==> src/design/pcl_pkg.sv <==
// Types and constants of the positional circular list.
`default_nettype none

package pcl_pkg;

	localparam int OP_W    = 3;
	localparam int VALUE_W = 32;
	localparam int POS_W   = 9;
	localparam int COUNT_W = 9;

	typedef enum logic [OP_W-1:0] {
		OP_INS_FRONT = 3'd0,
		OP_INS_END   = 3'd1,
		OP_READ      = 3'd2,
		OP_OVERWRITE = 3'd3,
		OP_REMOVE    = 3'd4
	} pcl_op_t;

	typedef enum logic [1:0] {
		STAT_OK     = 2'd0,
		STAT_BADPOS = 2'd1,
		STAT_FULL   = 2'd2
	} pcl_status_t;

	typedef enum logic [1:0] {
		S_IDLE,
		S_RM_RD,
		S_RM_WR,
		S_EMIT
	} pcl_state_t;

endpackage

`default_nettype wire

==> src/design/pcl_slot.sv <==
// Shared slot unit: ring-buffer slot of a list offset, modulo the capacity.
`default_nettype none

module pcl_slot import pcl_pkg::*; #(
	parameter int CAPACITY = 256
) (
	input  wire logic [$clog2(CAPACITY)-1:0]   head,
	input  wire logic [$clog2(CAPACITY+1)-1:0] offset,
	output logic [$clog2(CAPACITY)-1:0]        slot
);

	localparam int IDX_W = $clog2(CAPACITY);
	localparam int LEN_W = $clog2(CAPACITY + 1);
	localparam int SUM_W = LEN_W + 1;

	logic [SUM_W-1:0] sum;
	logic [SUM_W-1:0] wrapped;

	// Add, then fold back once: correct while head and offset both stay below the capacity
	always_comb begin
		sum = SUM_W'(head) + SUM_W'(offset);
		if (sum >= SUM_W'(CAPACITY)) begin
			wrapped = sum - SUM_W'(CAPACITY);
		end else begin
			wrapped = sum;
		end
		slot = wrapped[IDX_W-1:0];
	end

endmodule

`default_nettype wire

==> config.mk <==
export PLATFORM = sky130hd
export DESIGN_NAME = pcl_slot
export DESIGN_NICKNAME = d
export VERILOG_FILES = /design/src/design/pcl_pkg.sv /design/src/design/pcl_slot.sv
export SDC_FILE = /design/constraint.sdc
export NUM_CORES = 1
export LEC_CHECK = 0
export ABC_AREA = 0
export ABC_CLOCK_PERIOD_IN_PS = 1900
export BUFFER_PORTS_ARGS = -buffer_cell sky130_fd_sc_hd__buf_2
export CORE_AREA = 8 8 45 47
export DETAILED_ROUTE_END_ITERATION = 10
export DIE_AREA = 0 0 53 55
export GPL_ROUTABILITY_DRIVEN = 0
export PLACE_DENSITY_LB_ADDON = 0.3
export SLEW_MARGIN = 30
export SYNTH_ARGS = -nofsm -noshare
export SYNTH_HDL_FRONTEND = slang
export SYNTH_SLANG_ARGS = --single-unit
==> constraint.sdc <==
create_clock -name vclk -period 1.9
set_input_delay 0 -clock vclk [all_inputs]
set_output_delay 0 -clock vclk [all_outputs]
set_load 0.005 [all_outputs]
# Yosys cells after proc, flatten, opt, wreduce, memory -nomap -nowiden
# Index checks and enable logic that the tools add are counted.
# Widths: inputs -> output; s select.
word_totals:
  out_inout_bits: 8
  word_cells: 4
  register_bits: 0
classes:
  mux: 1
  n_lt_le_gt_ge: 1
  n_addsub: 2
op_table:
  columns: ["cell", "n"]
  rows:
  - ["$add 8x9->10", 1]
  - ["$ge 10x9->1 const B", 1]
  - ["$mux 8", 1]
  - ["$sub 8x1->8 const B", 1]

# Depth between registers and ports, before layout
depth:
  word_depth: 3
  mapped_depth: 6
  ltp_nobuf: 6

# Worst setup path before layout
# No wires, ideal clock.
synth_timing:
  kind: "in2out"
  startpoint: "input offset[0]"
  endpoint: "output slot[6]"
  t_arrival_ps: 1094
  stages: 6
  slack_ps: 806
  t_required_ps: 1900
  cell_sequence: "ha_1 inv_1 fa_1 nor2b_4 o31a_1 o311ai_1"
synth_via:
  elab_chain_cells: 3
  elab_cells_between_ends: 4
synth_lines:
  columns: ["element", "line", "rtl"]
  rows:
  - ["start: declaration", "pcl_slot.sv:8", "input wire logic [$clog2(CAPACITY+1)-1:0] offset,"]
  - ["$add 8x9->10 *", "pcl_slot.sv:21", "sum = SUM_W'(head) + SUM_W'(offset);"]
  - ["$sub 8x1->8 or $ge 10x9->1 (tied branches)", "pcl_slot.sv:23, pcl_slot.sv:22", null]
  - ["$mux 8 *", "pcl_slot.sv:22", "if (sum >= SUM_W'(CAPACITY)) begin"]
  - ["end: declaration", "pcl_slot.sv:9", "output logic [$clog2(CAPACITY)-1:0] slot"]
# Every way passes the cells marked *; elsewhere a longest branch is shown, timed or not.

# Worst setup path in the final report
# Same ends and word-level chain as after synthesis.

==> flow_metrics.py <==
metrics = {
    "run_status": {
        "status": "finished, final reports clean",
    },
    "synth": {
        "yosysWarnings": 0,
        "yosysTopAreaCell": "ha_1",
        "synth_area_leaders": "ha_1, a21oi_1, o211ai_1, fa_1, inv_1",
        "synth_top_area_share_pct": 26.42,
        "synthMuxAreaShare_pct": 0,
        "synth.distinct_cells": 23,
        "synth_top_family_by_area": "compound AO/OA/AOI/OAI gates",
        "synthCells": 42,
        "synth_most_common_cell": "ha_1",
        "synthSimpleGateAreaFrac_pct": 13.96,
        "synth_fp_nets": 67,
        "synthAdderAreaFrac_pct": 32.45,
        "syn_area_um2": 331.6,
        "ys_seq_area_share_pct": 0,
        "synth_commonest_cells": "ha_1, a21oi_1, inv_1",
        "synth-compound-area-share_pct": 37.36,
        "syn_area_per_cell_um2": 7.894,
        "synth_xor_xnor_area_share_pct": 10.57,
    },
    "grt": {
        "grt_first_pass_wirelength_um": 1614,
        "grt_max_degree": 7,
        "grt_pass1_vias": 415,
        "grt.total_usage_pct": 6.601,
        "antenna_found_initial": 0,
        "grt.overflow.total": 0,
    },
    "sta": {
        "period_share_pct": 73.80,
        "worst_pin_slew_ps": 326.4,
        "relSlewSlack_pct": 78.11,
        "finalMaxSlewViolations": 0,
        "layout_min_cycle_time_ps": 1402,
        "clock.fmax_mhz": 713.1,
        "setup_violations": 0,
        "finalHoldViolCount": 0,
        "grt_setup_unrepaired": "false",
        "final.setup.tns_ps": 0,
    },
    "pwr": {
        "power_uw": 149.1,
        "peakVddDrop_v": 0.0001020,
        "p_leak_uw": 0.0002422,
        "power_density_nw_per_um2": 316.2,
    },
    "finish": {
        "fin_cells": 82,
        "nNetsFinal": 93,
        "fin_util_pct": 34.09,
        "seq_cell_count": 0,
        "ff_latch_area_um2": 0,
        "area_growth_pct": 42.26,
        "drive_above_1_share_pct": 37.88,
        "clkbuf_count": 0,
        "antenna_cells": 0,
    },
    "routing": {
        "drt_wl_total_um": 879,
        "drc_errors": 0,
        "wl_per_cell_um": 10.72,
        "drtAntennaViolNets": 0,
        "drt_iter0_markers": 7,
        "vias": 381,
        "via_per_inst": 4.646,
        "first_pass_iters": 4,
    },
    "setup_path": {
        "crit_type": "in2out",
        "critPathArrivalTime_ps": 1400,
        "cp-end-kind": "output port",
        "required_ps": 1900,
        "critPathMaxFanout": 3,
        "worstSetupStartpointType": "input port",
    },
    "die": {
        "ioPinCount": 25,
        "die_w_um": 53,
        "initial_utilization_pct": 23.96,
        "coreArea_um2": 1384,
        "die_y_um": 55,
        "die_area_um2": 2915,
        "rows": 14,
    },
    "placed_design": {
        "dp_cells": 82,
        "hpwlAfterDp_um": 803.9,
        "io_buffers": 24,
    },
    "hold_path": {
        "hold_path.class": "in2out",
    },
    "flow_run": {
        "max_cap_violations": 0,
    },
    "clock_tree": {
        "post_cts_buffers": 0,
        "post_cts_resized": 0,
        "cts_hold_buffers": 0,
    },
}
-- routing by layer --
| layer | track usage [%] | vias up | share of wire [%] |
|---|---|---|---|
| met3 | 2.139 | 0 | 13 |
| li1 | - | 211 | - |
| met4 | 0 | 0 | 0 |
| met1 | 9.077 | 154 | 48 |
| met5 | 0 | - | 0 |
| met2 | 10.35 | 16 | 39 |
-- worst paths after layout --
check | startpoint | end | slack (ps) | depth (start not counted)
min | head[0] | slot[0] | 280 | 3
max | offset[0] | slot[6] | 500 | 8
-- stage by stage --
stage	worst slack [ps]	area [µm²]	hold WS, ps
floorplan	805.7	331.6	108.6
global placement	501.5	471.7	281.5
detailed placement	493.2	471.7	278.6
CTS	491.9	471.7	281.2
global route	389.5	471.7	322.9
finish	497.7	471.7	275.3
-- cell families (layout without fill, tap and decap cells) --
group / Yosys count / in the layout
xor gates and xnor gates: 4 / 4
buffers and inverters: 5 / 29
adders and majority gates: 8 / 8
and+or+nand+nor: 7 / 7
AOI/OAI and AO/OA: 18 / 18
-- report_power, final --
| part | internal, µW | leakage [µW] | switching [µW] |
|---|---|---|---|
| clock network | 0 | 0 | 0 |
| logic | 77.5 | 0.000242 | 71.7 |
| registers | 0 | 0 | 0 |
-- critical path, cell delays in order --
cell and delay (ps):
buf_2 100, ha_1 220, inv_1 70, fa_1 260, nor2b_4 60, o31a_1 250, o311ai_1 270, buf_2 160
-- cell usage in the layout (no fill, tap or decap), types with 2 or more instances in the layout --
cell type	instances
buf_2	24
ha_1	7
inv_1	5
a21oi_1	5
o211ai_1	3
xor2_1	2
o21ai_0	2
xnor2_1	2
-- area by class of cell --
| type | count | area (µm²) |
|---|---|---|
| fill | 152 | 912.1 |
| inverter | 5 | 18.77 |
| multi-input combinational | 37 | 312.8 |
| tap | 16 | 20.02 |
| timing repair buffer | 24 | 120.1 |
Note: power is estimated with default switching activity, not from simulation.
